$ cat src/bc1cbpd_pkg.sv
// ----------------------------------------------------------------------------
// bc1cbpd_pkg
// Shared types, constants and channel arithmetic for the colour block decoder
// ----------------------------------------------------------------------------
package bc1cbpd_pkg;

    localparam int Q_DEPTH = 2;
    localparam int Q_AW    = (Q_DEPTH > 1) ? $clog2(Q_DEPTH) : 1;
    localparam int Q_CW    = $clog2(Q_DEPTH + 1);
    localparam int LVL_W   = 11;

    localparam logic [1:0] SLOT_EP0  = 2'd0;
    localparam logic [1:0] SLOT_EP1  = 2'd1;
    localparam logic [1:0] SLOT_MIX0 = 2'd2;
    localparam logic [1:0] SLOT_MIX1 = 2'd3;
    localparam logic [1:0] SLOT_LAST = SLOT_MIX1;

    typedef struct packed {
        logic [2:0][7:0] e0;
        logic [2:0][7:0] e1;
        logic            cut;
        logic [31:0]     idx;
    } t_entry;

    function automatic logic [7:0] expand5(input logic [4:0] v);
        return {v, v[4:2]};
    endfunction

    function automatic logic [7:0] expand6(input logic [5:0] v);
        return {v, v[5:4]};
    endfunction

    function automatic logic [LVL_W-1:0] level_calc(
        input logic [7:0] a,
        input logic [7:0] b,
        input logic [1:0] slot,
        input logic       cut
    );
        logic [LVL_W-1:0] a_w;
        logic [LVL_W-1:0] b_w;
        logic [LVL_W-1:0] sum;
        logic [LVL_W-1:0] res;
        a_w = {{(LVL_W-8){1'b0}}, a};
        b_w = {{(LVL_W-8){1'b0}}, b};
        sum = a_w + b_w;
        unique case (slot)
            SLOT_EP0:  res = (a_w << 2) + (a_w << 1);
            SLOT_EP1:  res = (b_w << 2) + (b_w << 1);
            SLOT_MIX0: res = cut ? ((sum << 1) + sum) : (((a_w << 1) + b_w) << 1);
            SLOT_MIX1: res = cut ? '0 : (((b_w << 1) + a_w) << 1);
            default:   res = '0;
        endcase
        return res;
    endfunction

endpackage

$ cat src/bc1_colour_block_palette_decode.sv
// ----------------------------------------------------------------------------
// bc1_colour_block_palette_decode
// BC1 colour block palette decoder: four palette entries per 64-bit block
// ----------------------------------------------------------------------------
// path: block -> queue -> back-end entry reg -> output regs, one entry per cycle
// throughput: one slot a cycle; the next block pops as the last slot is computed
// a two-entry queue lets the front take new blocks while the back is emitting
// the receiver cannot stall; busy rises only when the queue is full
// synchronous active-low reset clears the queue, back end and punch-through enable
// ----------------------------------------------------------------------------
module bc1_colour_block_palette_decode (
    input  logic        i_clk,
    input  logic        i_rst_n,
    input  logic        i_cfg_we,
    input  logic        i_cfg_wdata,
    input  logic        start,
    output logic        busy,
    input  logic [63:0] i_block_bits,
    output logic        o_valid,
    output logic [1:0]  o_palette_slot,
    output logic [10:0] o_red_level,
    output logic [10:0] o_green_level,
    output logic [10:0] o_blue_level,
    output logic        o_cutout_mode,
    output logic [31:0] o_texel_indices,
    output logic        o_last_entry
);

    bc1cbpd_pkg::t_entry front_entry;
    bc1cbpd_pkg::t_entry queue_entry;
    logic                push;
    logic                pop;
    logic                q_full;
    logic                q_empty;

    bc1cbpd_front u_front (
        .i_clk        (i_clk),
        .i_rst_n      (i_rst_n),
        .i_cfg_we     (i_cfg_we),
        .i_cfg_wdata  (i_cfg_wdata),
        .start        (start),
        .busy         (busy),
        .i_block_bits (i_block_bits),
        .i_q_full     (q_full),
        .o_push       (push),
        .o_entry      (front_entry)
    );

    bc1cbpd_queue u_queue (
        .i_clk   (i_clk),
        .i_rst_n (i_rst_n),
        .i_push  (push),
        .i_entry (front_entry),
        .i_pop   (pop),
        .o_entry (queue_entry),
        .o_full  (q_full),
        .o_empty (q_empty)
    );

    bc1cbpd_back u_back (
        .i_clk           (i_clk),
        .i_rst_n         (i_rst_n),
        .i_entry         (queue_entry),
        .i_empty         (q_empty),
        .o_pop           (pop),
        .o_valid         (o_valid),
        .o_palette_slot  (o_palette_slot),
        .o_red_level     (o_red_level),
        .o_green_level   (o_green_level),
        .o_blue_level    (o_blue_level),
        .o_cutout_mode   (o_cutout_mode),
        .o_texel_indices (o_texel_indices),
        .o_last_entry    (o_last_entry)
    );

    // slots of a block come out back to back
    a_slot_seq: assert property (@(posedge i_clk) disable iff (!i_rst_n)
        (o_valid && o_palette_slot != bc1cbpd_pkg::SLOT_LAST) |=>
        (o_valid && o_palette_slot == $past(o_palette_slot) + 2'd1))
        else $error("palette slots not consecutive");

    a_last_flag: assert property (@(posedge i_clk) disable iff (!i_rst_n)
        o_valid |-> (o_last_entry == (o_palette_slot == bc1cbpd_pkg::SLOT_LAST)))
        else $error("last entry flag mismatch");

    a_block_stable: assert property (@(posedge i_clk) disable iff (!i_rst_n)
        (o_valid && o_palette_slot != bc1cbpd_pkg::SLOT_LAST) |=>
        ($stable(o_texel_indices) && $stable(o_cutout_mode)))
        else $error("block fields changed within a block");

    a_cutout_black: assert property (@(posedge i_clk) disable iff (!i_rst_n)
        (o_valid && o_cutout_mode && o_palette_slot == bc1cbpd_pkg::SLOT_MIX1) |->
        (o_red_level == '0 && o_green_level == '0 && o_blue_level == '0))
        else $error("cutout fourth entry not black");

endmodule

$ cat src/bc1cbpd_front.sv
// ----------------------------------------------------------------------------
// bc1cbpd_front
// Accepts blocks, expands endpoints and decides cutout mode
// ----------------------------------------------------------------------------
module bc1cbpd_front (
    input  logic                  i_clk,
    input  logic                  i_rst_n,
    input  logic                  i_cfg_we,
    input  logic                  i_cfg_wdata,
    input  logic                  start,
    output logic                  busy,
    input  logic [63:0]           i_block_bits,
    input  logic                  i_q_full,
    output logic                  o_push,
    output bc1cbpd_pkg::t_entry   o_entry
);

    logic        r_punch_en;
    logic [15:0] w0;
    logic [15:0] w1;

    always_ff @(posedge i_clk) begin
        if (!i_rst_n) begin
            r_punch_en <= 1'b0;
        end else if (i_cfg_we) begin
            r_punch_en <= i_cfg_wdata;
        end
    end

    assign w0 = i_block_bits[15:0];
    assign w1 = i_block_bits[31:16];

    assign busy   = i_q_full;
    assign o_push = start && !i_q_full;

    always_comb begin
        o_entry.e0[0] = bc1cbpd_pkg::expand5(w0[15:11]);
        o_entry.e0[1] = bc1cbpd_pkg::expand6(w0[10:5]);
        o_entry.e0[2] = bc1cbpd_pkg::expand5(w0[4:0]);
        o_entry.e1[0] = bc1cbpd_pkg::expand5(w1[15:11]);
        o_entry.e1[1] = bc1cbpd_pkg::expand6(w1[10:5]);
        o_entry.e1[2] = bc1cbpd_pkg::expand5(w1[4:0]);
        o_entry.cut   = r_punch_en && (w0 <= w1);
        o_entry.idx   = i_block_bits[63:32];
    end

endmodule

$ cat src/bc1cbpd_queue.sv
// ----------------------------------------------------------------------------
// bc1cbpd_queue
// Short queue of classified blocks between front and back
// ----------------------------------------------------------------------------
module bc1cbpd_queue (
    input  logic                  i_clk,
    input  logic                  i_rst_n,
    input  logic                  i_push,
    input  bc1cbpd_pkg::t_entry   i_entry,
    input  logic                  i_pop,
    output bc1cbpd_pkg::t_entry   o_entry,
    output logic                  o_full,
    output logic                  o_empty
);

    bc1cbpd_pkg::t_entry                r_mem [bc1cbpd_pkg::Q_DEPTH];
    logic [bc1cbpd_pkg::Q_AW-1:0]       r_wr_ptr;
    logic [bc1cbpd_pkg::Q_AW-1:0]       r_rd_ptr;
    logic [bc1cbpd_pkg::Q_CW-1:0]       r_count;
    logic                               do_push;
    logic                               do_pop;

    assign o_full  = (r_count == bc1cbpd_pkg::Q_CW'(bc1cbpd_pkg::Q_DEPTH));
    assign o_empty = (r_count == '0);
    assign do_push = i_push && !o_full;
    assign do_pop  = i_pop && !o_empty;
    assign o_entry = r_mem[r_rd_ptr];

    always_ff @(posedge i_clk) begin
        if (do_push) begin
            r_mem[r_wr_ptr] <= i_entry;
        end
    end

    always_ff @(posedge i_clk) begin
        if (!i_rst_n) begin
            r_wr_ptr <= '0;
            r_rd_ptr <= '0;
            r_count  <= '0;
        end else begin
            if (do_push) begin
                r_wr_ptr <= (r_wr_ptr == bc1cbpd_pkg::Q_AW'(bc1cbpd_pkg::Q_DEPTH - 1))
                            ? '0 : r_wr_ptr + 1'b1;
            end
            if (do_pop) begin
                r_rd_ptr <= (r_rd_ptr == bc1cbpd_pkg::Q_AW'(bc1cbpd_pkg::Q_DEPTH - 1))
                            ? '0 : r_rd_ptr + 1'b1;
            end
            if (do_push && !do_pop) begin
                r_count <= r_count + 1'b1;
            end else if (do_pop && !do_push) begin
                r_count <= r_count - 1'b1;
            end
        end
    end

endmodule

$ cat src/bc1cbpd_back.sv
// ----------------------------------------------------------------------------
// bc1cbpd_back
// Walks the four palette slots of a block, one registered result a cycle
// ----------------------------------------------------------------------------
module bc1cbpd_back (
    input  logic                  i_clk,
    input  logic                  i_rst_n,
    input  bc1cbpd_pkg::t_entry   i_entry,
    input  logic                  i_empty,
    output logic                  o_pop,
    output logic                  o_valid,
    output logic [1:0]            o_palette_slot,
    output logic [10:0]           o_red_level,
    output logic [10:0]           o_green_level,
    output logic [10:0]           o_blue_level,
    output logic                  o_cutout_mode,
    output logic [31:0]           o_texel_indices,
    output logic                  o_last_entry
);

    bc1cbpd_pkg::t_entry r_entry;
    logic                r_active;
    logic [1:0]          r_slot;
    logic                r_valid;
    logic [1:0]          r_out_slot;
    logic [10:0]         r_red;
    logic [10:0]         r_green;
    logic [10:0]         r_blue;
    logic                r_cut;
    logic [31:0]         r_idx;
    logic                r_last;
    logic [1:0]          n_slot;

    assign o_pop  = !i_empty && (!r_active || r_slot == bc1cbpd_pkg::SLOT_LAST);
    assign n_slot = r_slot + 2'd1;

    always_ff @(posedge i_clk) begin
        if (!i_rst_n) begin
            r_active <= 1'b0;
            r_slot   <= '0;
            r_valid  <= 1'b0;
        end else begin
            r_valid <= r_active;
            if (o_pop) begin
                r_active <= 1'b1;
                r_slot   <= '0;
            end else if (r_active) begin
                if (r_slot == bc1cbpd_pkg::SLOT_LAST) begin
                    r_active <= 1'b0;
                end
                r_slot <= n_slot;
            end
        end
    end

    always_ff @(posedge i_clk) begin
        if (o_pop) begin
            r_entry <= i_entry;
        end
        if (r_active) begin
            r_out_slot <= r_slot;
            r_red   <= bc1cbpd_pkg::level_calc(r_entry.e0[0], r_entry.e1[0], r_slot, r_entry.cut);
            r_green <= bc1cbpd_pkg::level_calc(r_entry.e0[1], r_entry.e1[1], r_slot, r_entry.cut);
            r_blue  <= bc1cbpd_pkg::level_calc(r_entry.e0[2], r_entry.e1[2], r_slot, r_entry.cut);
            r_cut   <= r_entry.cut;
            r_idx   <= r_entry.idx;
            r_last  <= (r_slot == bc1cbpd_pkg::SLOT_LAST);
        end
    end

    assign o_valid         = r_valid;
    assign o_palette_slot  = r_out_slot;
    assign o_red_level     = r_red;
    assign o_green_level   = r_green;
    assign o_blue_level    = r_blue;
    assign o_cutout_mode   = r_cut;
    assign o_texel_indices = r_idx;
    assign o_last_entry    = r_last;

endmodule

$ cat config.mk
export PLATFORM = sky130hd
export DESIGN_NAME = bc1_colour_block_palette_decode
export DESIGN_NICKNAME = d
export VERILOG_FILES = /design/src/bc1cbpd_pkg.sv /design/src/bc1_colour_block_palette_decode.sv /design/src/bc1cbpd_front.sv /design/src/bc1cbpd_queue.sv /design/src/bc1cbpd_back.sv
export SDC_FILE = /design/constraint.sdc
export NUM_CORES = 1
export LEC_CHECK = 0
export ABC_AREA = 1
export BUFFER_PORTS_ARGS = -buffer_cell sky130_fd_sc_hd__buf_4
export CORE_MARGIN = 5
export CORE_UTILIZATION = 65
export DETAILED_ROUTE_END_ITERATION = 8
export HOLD_SLACK_MARGIN = 0.03
export MAX_ROUTING_LAYER = met4
export PLACE_DENSITY_LB_ADDON = 0.15
export SYNTH_ARGS = -nofsm -noshare
export SYNTH_HDL_FRONTEND = slang
export SYNTH_SLANG_ARGS = --single-unit
$ cat constraint.sdc
create_clock -name i_clk -period 9.5 [get_ports i_clk]
set_input_delay 0.475 -clock i_clk [delete_from_list [all_inputs] [get_ports i_clk]]
set_output_delay 0.475 -clock i_clk [all_outputs]
set_load 0.1 [all_outputs]
=== Word-level counts from Yosys, hierarchy flattened ===
Memory sizes are Yosys's and may differ from the RTL's. A register that Yosys moved wholly into a read port is not among the register bits.
Cells that the tools add are included.

* Register bits after elaboration: 78
* RAM bits: 162
* Input port bits: 69
* Logic and storage cells: 79
* Memories kept: 1

{| class="wikitable"
|+ Memory list
! memory !! depth !! bits a word !! rd ports !! clocked after Yosys merged registers in !! write ports !! line !! text
|-
| u_queue.r_mem || 2 || 81 || 1 || 1 || 1 || bc1cbpd_queue.sv:16 || <nowiki>bc1cbpd_pkg::t_entry r_mem [bc1cbpd_pkg::Q_DEPTH];</nowiki>
|}

* $add $sub $neg: 23
* Magnitude comparators: 1
* Eq/ne operators: 4
* Multiplexer cells: 18
* Bitwise operators: 1
* Reductions and logical operators: 17

{| class="wikitable"
|+ Operators by type and width
! kind !! number
|-
| $pmux 11 s4 || 3
|-
| $add 10x9->11 || 6
|-
| $mux 11 || 6
|-
| $add 9x8->10 || 6
|-
| $add 11x11->11 || 3
|-
| $add 8x8->9 || 3
|-
| $le 16x16->1 || 1
|-
| $logic_and 1x1->1 || 7
|-
| $mux 1 || 7
|-
| $eq 2x2->1 const B || 3
|-
| $logic_not 1->1 || 5
|-
| $add 2x1->2 const B || 2
|-
| $logic_not 2->1 || 2
|-
| $mux 2 || 2
|-
| $add 1x1->1 const B || 2
|-
| $eq 2x1->1 const B || 1
|-
| $reduce_bool 2->1 || 1
|-
| $reduce_or 2->1 || 1
|-
| $sub 2x1->2 const B || 1
|-
| $logic_or 1x1->1 || 1
|-
| $not 1->1 || 1
|}

=== Depth between registers and ports, before layout ===
Gate-level depths: netlist (run 1).

* Word-level depth: 8
* Mapped depth: 26

=== Modules after synthesis ===
From an unflattened synthesis (run 1), not the netlist that was laid out.

* Cells, all modules: 1,743
* Area total of the unflattened synthesis: 18,933.2 µm²

{| class="wikitable"
|+ Modules (own cells, without submodules)
! module !! instances !! cells each !! area each (µm²) !! sequential area each (µm²)
|-
| bc1cbpd_back || 1 || 1,294 || 11,348.4 || 4,584.4
|-
| bc1cbpd_queue || 1 || 290 || 6,493.7 || 4,964.8
|-
| bc1cbpd_front || 1 || 159 || 1,091.0 || 20.0
|}

=== Worst setup path before layout (run 1) ===
Ideal clock, no wire load.

* Path type: in2reg
* Start: input start
* End: memory u_queue.r_mem[1][0] (netlist bit), enable pin
* Library setup time: 0.490 ns
* Data arrival time: 3.355 ns
* Slack: 5.655 ns
* Stages on the path: 2
* Buffers on the path: 0
* Cell sequence: o21ai_0 nor2_1

* Cells in the longest elaborated chain, start to end: 4

{| class="wikitable"
|+ RTL lines
! element !! line !! text
|-
| from (decl) || bc1_colour_block_palette_decode.sv:16 || <nowiki>input logic start,</nowiki>
|-
| $logic_and 1x1->1 || bc1cbpd_front.sv:34 || <nowiki>assign o_push = start && !i_q_full;</nowiki>
|-
| $logic_and 1x1->1 || bc1cbpd_queue.sv:25 || <nowiki>assign do_push = i_push && !o_full;</nowiki>
|-
| $mux 1 || bc1cbpd_queue.sv:30 || <nowiki>if (do_push) begin</nowiki>
|-
| $mux 1 (implied by the code) || bc1cbpd_queue.sv:31 || <nowiki>r_mem[r_wr_ptr] <= i_entry;</nowiki>
|-
| to (decl) || bc1cbpd_queue.sv:16 ||
|}

No other way between the ends.

=== Final worst setup path (run 1) ===
* Start: register, netlist name u_back.r_entry[75]
* End: register u_back.r_blue[10] (netlist: u_back.o_blue_level[10]) (data pin)

* Cells in the longest elaborated chain, start to end: 4
* Elaborated cells between the ends (all ways): 8

{| class="wikitable"
|+ RTL lines
! element !! line !! text
|-
| $add 8x8->9 || bc1cbpd_pkg.sv:45 || <nowiki>sum = a_w + b_w;</nowiki>
|-
| $add 11x11->11 || bc1cbpd_pkg.sv:49 || <nowiki>SLOT_MIX0: res = cut ? ((sum << 1) + sum) : (((a_w << 1) + b_w) << 1);</nowiki>
|-
| $mux 11 || bc1cbpd_pkg.sv:49 ||
|-
| $pmux 11 s4 (*) || bc1cbpd_pkg.sv:46 || <nowiki>unique case (slot)</nowiki>
|-
| to (signal assigned) || bc1cbpd_back.sv:64 || <nowiki>r_blue <= bc1cbpd_pkg::level_calc(r_entry.e0[2], r_entry.e1[2], r_slot, r_entry.cut);</nowiki>
|-
| to (decl) || bc1cbpd_back.sv:28 || <nowiki>logic [10:0] r_blue;</nowiki>
|}

Mark *: on every way between the ends. The rest lies on a longest branch, timed or not.
A chain may end at the register's enable or synchronous reset.

==> out/summary.txt, run 1 <==
Tot GR Track Use - 28.5%
die area - 0.0281 mm2
# hold bufs at CTS - 0
RSZ-0062 raised after global routing - false
Fmax - 281 MHz
Worst R2R Start - u_back.r_entry[75]
# diodes - 0
Final Cycle Share - 37.5%
met1 wire length - 16300 um
Worst Skew - 0.0124 ns
largest net degree at the start of global routing - 76
met3 wire len - 3440 um
post-cts sizing count - 0
worst reg2reg path depth - 22
Vias/cell - 5.71
post-detail-place hpwl - 27500 um
top_reg_cell synth - edfxtp_1
GPL Wtd Cong - 0.980
number of synthesized flops with an enable pin - 264
Inserted Clock Buffers - 27
first-pass GRT wire length - 63400 um
most frequent cell after synthesis - nand2_1
top cells by area in the synthesized netlist - edfxtp_1 (49%), nand2_1 (13%), ha_1 (11%), inv_1 (4.7%), a21oi_1 (4.2%)
post-synth top area cell - edfxtp_1
crit path time final - 3.56 ns
Final Max Tran Viols - 0
crit path capture type - flip-flop
Synth top cells by count - nand2_1 (542), edfxtp_1 (264), inv_1 (202)
P&R area growth vs syn - 14.0%
routed wl met2 - 18900 um
Syn Nets - 1980
Filler Cell Count - 1703
Worst-path clk slew - 0.07 ns
Die W - 168 um
share of layout cells above drive strength 1 - 11.3%
I/O Pins - 140
CTS tree - done
max incr delay on CP - 0.63 ns
Worst Path Buf+Inv - 2
Post-Syn Area - 0.0161 mm2
cell depth of the worst setup path - 22
post-CTS setup buffers - 0
Reg area - 0.00811 mm2
slew margin rel. - 21.4%
Seq/Total Area, Yosys - 50.3%
Worst setup startpoint - u_back.r_entry[75]
port buffer count - 139
Worst Path Arrival - 3.86 ns
FF+latch count, synth - 273
nets - 2127
routed vias - 12.8k
Worst Hold Launch - i_block_bits[45]
DR pass1 iterations - 6
first-iteration detailed-routing DRC count - 1178
WS Path Type - reg -> reg
CP Cell Sequence - ha_1, nand2_1, o21ai_2, nand2_1, nand2_1, a21oi_2, nor2_1, nand2_1, nand2_1, nand2_1, nand2_1, ha_1, nand2_1, inv_1, a21oi_1, nand2_1, nand2_1, nand2_1, nand3_1, nand3_1, nand2_1, inv_1
Syn Area/Cell - 9.19 um2
Max-cap violations - 0
die height - 168 um
Site Rows - 57
vias in the first global route - 12.3k
Detailed Route WL - 39400 um
CTS H-Tree Depth - 1
CP required - 9.80 ns
WL/cell - 17.5 um
Setup crit start kind - flip-flop
actual slew at the worst max-slew pin - 1.18 ns
Initial Utilization - 66.1%
CP top delay family - simple AND/OR/NAND/NOR gates
gr ovfl total - 0
endpoints failing hold - 0
share of the synthesized area in the top cell type - 49.2%
clk buf depth - 3
final setup TNS - 0 ns
core area - 0.0244 mm2
async set-or-reset flop fraction in the synthesized netlist - 0%
worst skew pair latency - 0.54 ns
status - complete, no violations
Top cell by count, worst path - nand2_1
Yosys warnings - 0
initial antenna violation count - 0
synthesized instance count - 1755
max layer used - met4
Slowest-stage cell, CP - edfxtp_1
antenna-violating nets left - 0
Min-Delay Path Depth - 1
Worst Hold Class - in -> reg
Root Buffer - clkbuf_16
detailed-route DRC error count - 0
CTS sink cnt - 273
CP Max Fanout - 11
Setup violations, final - 0
post-synth cell types - 39
multi-input logic area - 0.00715 mm2
stage by stage:
step | cell area, um2 | util [%] | instances | hold slack, ns | setup slack, ns
4_1_cts | 18400 | 75.4 | 2247 | 0.0963 | 6.03
6_report | 18400 | 75.4 | 2247 | 0.115 | 5.94
3_5_place_dp | 17500 | 71.9 | 2197 | 0.405 | 6.05
5_1_grt | 18400 | 75.4 | 2247 | 0.0930 | 5.68
3_3_place_gp | 17500 | 71.9 | 2197 | 0.401 | 6.10
2_1_floorplan | 16100 | - | 1755 | 0.400 | 5.65
layout make-up:
class | instances | area share, %
inverter | 202 | 4.12
clock buffer | 32 | 3.78
clock inverter | 18 | 0.769
timing repair buffer | 149 | 6.09
multi-input combinational | 1249 | 38.9
tap | 324 | 2.21
sequential | 273 | 44.1
cells in the final DEF (no fill, tap or decap), types with 3 or more instances in the layout:
cell type and count:
buf_4 149, inv_1 200, nor2_1 78, ha_1 139, a22oi_1 4, o21ai_0 56, a21oi_1 135, o21bai_1 4
clkbuf_1 5, fa_1 17, dfxtp_1 7, o221ai_1 3, xnor2_1 9, nand3_1 128, a31oi_1 7, or2_2 14
nand3b_1 3, o211ai_1 12, clkbuf_16 27, a211oi_1 3, clkinv_1 7, xor2_1 26, edfxtp_1 264, inv_6 3
a21o_1 3, a32oi_1 4, a21oi_2 3, nand4_1 37, nand2_2 3, clkinv_2 4, nand2_1 542
sequential cells by signal, indices dropped and copies added, names as in the netlist:
register,cells
u_queue.r_rd_ptr,1
u_back.r_active,1
u_back.o_last_entry,1
u_back.o_blue_level,11
u_queue.r_count,2
u_back.o_palette_slot,2
u_back.o_valid,1
u_back.o_texel_indices,32
u_queue.r_wr_ptr,1
u_back.r_slot,2
u_back.o_cutout_mode,1
u_queue.r_mem,130
u_back.o_red_level,11
u_back.r_entry,65
u_front.r_punch_en,1
u_back.o_green_level,11
cell families (layout without fill, tap and decap cells):
group,Yosys count,after routing,synth area share (%)
and+or+nand+nor,813,813,20.9
DFF,273,273,50.3
AOI/OAI and AO/OA,245,245,8.53
buffers and inverters,233,401,5.49
adders and majority gates,156,156,12.9
xor gates and xnor gates,35,35,1.90
worst register-to-register path, stage by stage, from the launching register on:
cell	delay [ns]
edfxtp_1	0.63
ha_1	0.59
nand2_1	0.16
o21ai_2	0.18
nand2_1	0.07
nand2_1	0.07
a21oi_2	0.07
nor2_1	0.09
nand2_1	0.08
nand2_1	0.10
nand2_1	0.06
nand2_1	0.09
ha_1	0.28
nand2_1	0.09
inv_1	0.05
a21oi_1	0.20
nand2_1	0.10
nand2_1	0.07
nand2_1	0.05
nand3_1	0.07
nand3_1	0.11
nand2_1	0.09
inv_1	0.04
routing by layer:
| metal | GRT usage [%] | vias up |
|---|---|---|
| met5 | - | - |
| met4 | 5.93 | 0 |
| met3 | 5.47 | 67 |
| met2 | 46.5 | 516 |
| met1 | 37.9 | 5970 |
| li1 | - | 6277 |
worst paths after layout:
check / to / slack (ns)
max: u_back.o_blue_level[10] / 5.94
min: u_queue.r_mem[1][13] / 0.11
max reg2reg: u_back.o_blue_level[10] / 5.94
min reg2reg: u_back.o_texel_indices[24] / 0.42
Power of run 1 is left out: the tool's default activity adds up to more than one toggle a clock period on the data nets, which glitch-free logic cannot reach.
==> run 2, diff against run 1 <==
CORE_UTILIZATION = 55   (was 65)
clock period = 3.13 ns   (was 9.5 ns; I/O delays follow)
==> run 2 against run 1 <==
Compared with the run above: the flow now finishes with violations (negative setup slack); largest cell class unchanged; utilization down 5.7 points; global-route usage down 2.4 points; critical path type unchanged; worst hold slack better by 0.17 ns; clock-buffer cell count up 5; sequential share of layout area down 3.8 points.
==> out/summary.txt, run 2 (synthesized netlist as in run 1, its figures left out) <==
status - finished, violations left
failing checks - negative setup slack
gr ovfl total - 0
Filler Cell Count - 2216
endpoints failing hold - 0
Die W - 181 um
CTS tree - done
slew margin rel. - 49.7%
share of layout cells above drive strength 1 - 16.4%
detailed-route DRC error count - 0
crit path capture type - flip-flop
Final Max Tran Viols - 0
WL/cell - 17.7 um
Worst Skew - 0.0130 ns
commonest non-fill, non-tap cell in the layout - nand2_1
CTS H-Tree Depth - 1
largest net degree at the start of global routing - 55
post-detail-place hpwl - 29900 um
Site Rows - 62
fin cells - 2439
CP Max Fanout - 4
Detailed Route WL - 43300 um
first-pass GRT wire length - 67900 um
Worst Hold Class - in -> reg
Min-Delay Path Depth - 5
Vias/cell - 5.55
GPL Wtd Cong - 1.02
antenna-violating nets left - 0
worst reg2reg path depth - 19
core area - 0.0289 mm2
Final Cycle Share - 100%
I/O Pins - 140
Worst-path clk slew - 0.06 ns
Root Buffer - clkbuf_16
Setup crit start kind - flip-flop
WS Path Type - reg -> reg
port buffer count - 139
worst skew pair latency - 0.54 ns
initial antenna violation count - 3
Tot GR Track Use - 26.1%
Initial Utilization - 55.9%
Worst Path Arrival - 3.41 ns
final worst-path setup slack - -0.000487 ns
Most flops, register - u_queue.r_mem
RSZ-0062 raised after global routing - true
clk buf depth - 3
actual slew at the worst max-slew pin - 0.754 ns
P&R area growth vs syn - 24.6%
Setup violations, final - 1
max reg flops - 130
routed vias - 13.5k
vias in the first global route - 13.1k
die area - 0.0328 mm2
most frequent cells in the layout - nand2_1 (528), edfxtp_1 (264), buf_4 (207)
CTS sink cnt - 273
DP Cell Count - 2297
crit path time final - 3.13 ns
nets - 2255
first-iteration detailed-routing DRC count - 1221
CP required - 3.41 ns
die height - 181 um
Max-cap violations - 0
DR pass1 iterations - 5
Fmax - 319 MHz
Inserted Clock Buffers - 28
## run 2: path summary, 6_finish.rpt
check	startpoint	endpoint	slack, ns
max	u_back.r_entry[55]	u_back.o_blue_level[9]	-0.0005
min	start	u_queue.r_wr_ptr	0.28
max reg2reg	u_back.r_entry[55]	u_back.o_blue_level[9]	-0.0005
min reg2reg	u_back.r_entry[29]	u_back.o_texel_indices[29]	0.42
## run 2: critical path, cell delays in order, from the launching register on
cell	delay (ns)
edfxtp_1	0.47
buf_4	0.19
fa_2	0.45
nand3_2	0.11
nand3_4	0.11
a31oi_4	0.21
xnor2_2	0.18
ha_1	0.32
nand2_1	0.09
nand2_1	0.07
nand2_1	0.08
nand2_1	0.07
inv_1	0.08
nand2_2	0.08
nand2_1	0.08
nand3_2	0.08
nand2_2	0.07
nand3_2	0.05
nand2_1	0.05
nand2_1	0.05
## run 2: layout make-up
cell class	count	area, um2	area share [%]
sequential	273	8110	40.4
timing repair buffer	276	2260	11.3
inverter	202	758	3.77
clock buffer	37	776	3.86
antenna	3	7.51	0.0373
clock inverter	15	229	1.14
tap	384	480	2.39
multi-input combinational	1249	7470	37.2
## run 2: through the flow
step	area [um2]	setup WS, ns	setup TNS, ns	utilization [%]	hold WS, ns
detailed placement	17900	-0.0532	-0.118	62.2	0.344
CTS	19600	0.000432	0	68.1	0.266
global route	20100	-0.132	-0.475	69.7	0.318
floorplan	16100	0.113	0	-	0.250
global placement	17900	0.0252	0	62.2	0.341
finish	20100	-0.000487	-0.000487	69.7	0.284
## run 2: per-layer routing
layer	GRT usage [%]	vias to the layer above	part of all wire, %	wire, um
li1	-	6544	-	-
met1	33.9	6339	41	17800
met2	42.3	565	48	20700
met3	6.19	87	9.0	3880
met4	5.85	0	2.2	937
met5	-	-	0	0
## run 2: repair_timing
item                                    4_1_cts  5_1_grt
hold buffers                                 67        0
hold endpoints to repair                    137        0
pin swaps                                     0       37
setup buffers                                 0       20
resized for setup                             3       61
endpoints found under the setup margin        3       17
Power of run 2 is left out for the same reason.
==> run 3, diff against run 2 <==
CORE_UTILIZATION = 65   (was 55)
clock period = 3.66 ns   (was 3.13 ns; I/O delays follow)
==> run 3 against run 2 <==
Compared with the run above: the run now ends clean; first-iteration DRC count grew 65%; utilization increased by 10 points; flip-flop and latch count is the same; global-route usage grew 10 points; die area down 15%; design area shrank 3.2%; critical path depth rose by 6; sequential share of layout area up 1.3 points; register-to-register slack improved by 0.39 ns; non-clock buffer count decreased by 30; cell count decreased by 3.9%.
==> out/summary.txt, run 3 (synthesized netlist as in run 1, its figures left out) <==
CTS tree - done
WS Path Type - reg -> reg
actual slew at the worst max-slew pin - 1.03 ns
Max-cap violations - 0
Most flops, register - u_queue.r_mem
first-pass GRT wire length - 79600 um
nets - 2225
Root Buffer - clkbuf_16
final setup TNS - 0 ns
crit path time final - 3.27 ns
DP Cell Count - 2224
Post-Place Cell Area - 0.0178 mm2
gr ovfl total - 0
clk buf depth - 3
crit path capture type - flip-flop
endpoints failing hold - 0
Final Cell Area - 0.0195 mm2
# diodes - 0
Site Rows - 57
P&R area growth vs syn - 20.7%
GPL Wtd Cong - 0.970
Inserted Clock Buffers - 28
Worst Hold Class - in -> reg
antenna-violating nets left - 0
Die W - 168 um
Detailed Route WL - 50800 um
R2R Setup Slk - 0.39 ns
final core utilization - 79.8%
CP Max Fanout - 8
Final Cycle Share - 89.3%
Top cell by count, worst path - nand2_1
CTS sink cnt - 273
worst skew pair latency - 0.55 ns
post-detail-place hpwl - 29500 um
die height - 168 um
core area - 0.0244 mm2
Initial Utilization - 66.1%
DR pass1 iterations - 6
routed vias - 14.4k
max reg flops - 130
Worst Skew - 0.0137 ns
slew margin rel. - 31.1%
detailed-route DRC error count - 0
Filler Cell Count - 1444
Worst Path Arrival - 3.58 ns
CTS H-Tree Depth - 1
largest net degree at the start of global routing - 75
Vias/cell - 6.16
die area - 0.0281 mm2
initial antenna violation count - 0
CP top delay family - simple AND/OR/NAND/NOR gates
Fmax - 306 MHz
Slowest-stage cell, CP - edfxtp_1
port buffer count - 139
Tot GR Track Use - 36.6%
Setup violations, final - 0
share of layout cells above drive strength 1 - 12.7%
Worst-path clk slew - 0.07 ns
most frequent cells in the layout - nand2_1 (542), edfxtp_1 (264), inv_1 (200)
status - complete, no violations
vias in the first global route - 14.1k
CP required - 3.97 ns
Final Max Tran Viols - 0
Setup crit start kind - flip-flop
RSZ-0062 raised after global routing - false
WL/cell - 21.6 um
first-iteration detailed-routing DRC count - 2015
Worst Path Buf+Inv - 4
I/O Pins - 140
commonest non-fill, non-tap cell in the layout - nand2_1
max incr delay on CP - 0.53 ns
fin cells - 2345
-- run 3: cell count changes in the layout (fill, tap and decap cells not counted), moves of 8 or more --
cell | previous run | this run
buf_4 | 207 | 177
ha_1 | 124 | 139
nand2_1 | 528 | 542
ha_4 | 13 | 0
nand2_2 | 16 | 3
inv_1 | 192 | 200
inv_2 | 10 | 2
-- run 3: what timing repair did --
item / in CTS / in global routing
hold buffers: 67 / 0
setup buffers: 0 / 3
resized for setup: 0 / 1
hold endpoints to repair: 137 / 0
endpoints found under the setup margin: 0 / 1
-- run 3: final cells by class --
class	count	area [um2]	area share, %
multi-input cells	1249	7150	36.7
flip-flops and latches	273	8110	41.7
well taps	324	405	2.08
clock inverters	14	191	0.983
inverters	202	758	3.90
clock buffers	37	806	4.14
repair buffers	246	2040	10.5
-- run 3: final timing paths --
check,cells after the start,from,end
hold reg to reg,0,u_back.r_entry[1],u_back.o_texel_indices[1]
setup reg to reg,25,u_back.r_entry[63],u_back.o_red_level[9]
hold / removal,2,i_block_bits[48],u_queue.r_mem[0][16]
setup / recovery,25,u_back.r_entry[63],u_back.o_red_level[9]
-- run 3: per-layer routing --
| layer | routed length (um) | vias to the layer above | track usage (%) |
|---|---|---|---|
| met5 | 0 | - | - |
| met4 | 2140 | 0 | 12.0 |
| met3 | 5290 | 200 | 5.68 |
| met2 | 24100 | 1109 | 58.7 |
| met1 | 19300 | 6660 | 48.6 |
| li1 | - | 6478 | - |
-- run 3: metrics by stage --
stage | hold WS, ns | setup slack [ns]
2_1_floorplan | 0.276 | 0.643
3_3_place_gp | 0.367 | 0.541
3_5_place_dp | 0.370 | 0.418
4_1_cts | 0.351 | 0.400
5_1_grt | 0.363 | 0.00549
6_report | 0.366 | 0.392
-- run 3: worst reg2reg max path: cells and delay by family, from the launching register on --
kind            cells  cell delay (ns)
simple gates       17             1.19
fa+ha+maj           2             0.70
flops               1             0.53
buf+inv             4             0.34
compound gates      2             0.25
Power of run 3 is left out for the same reason.
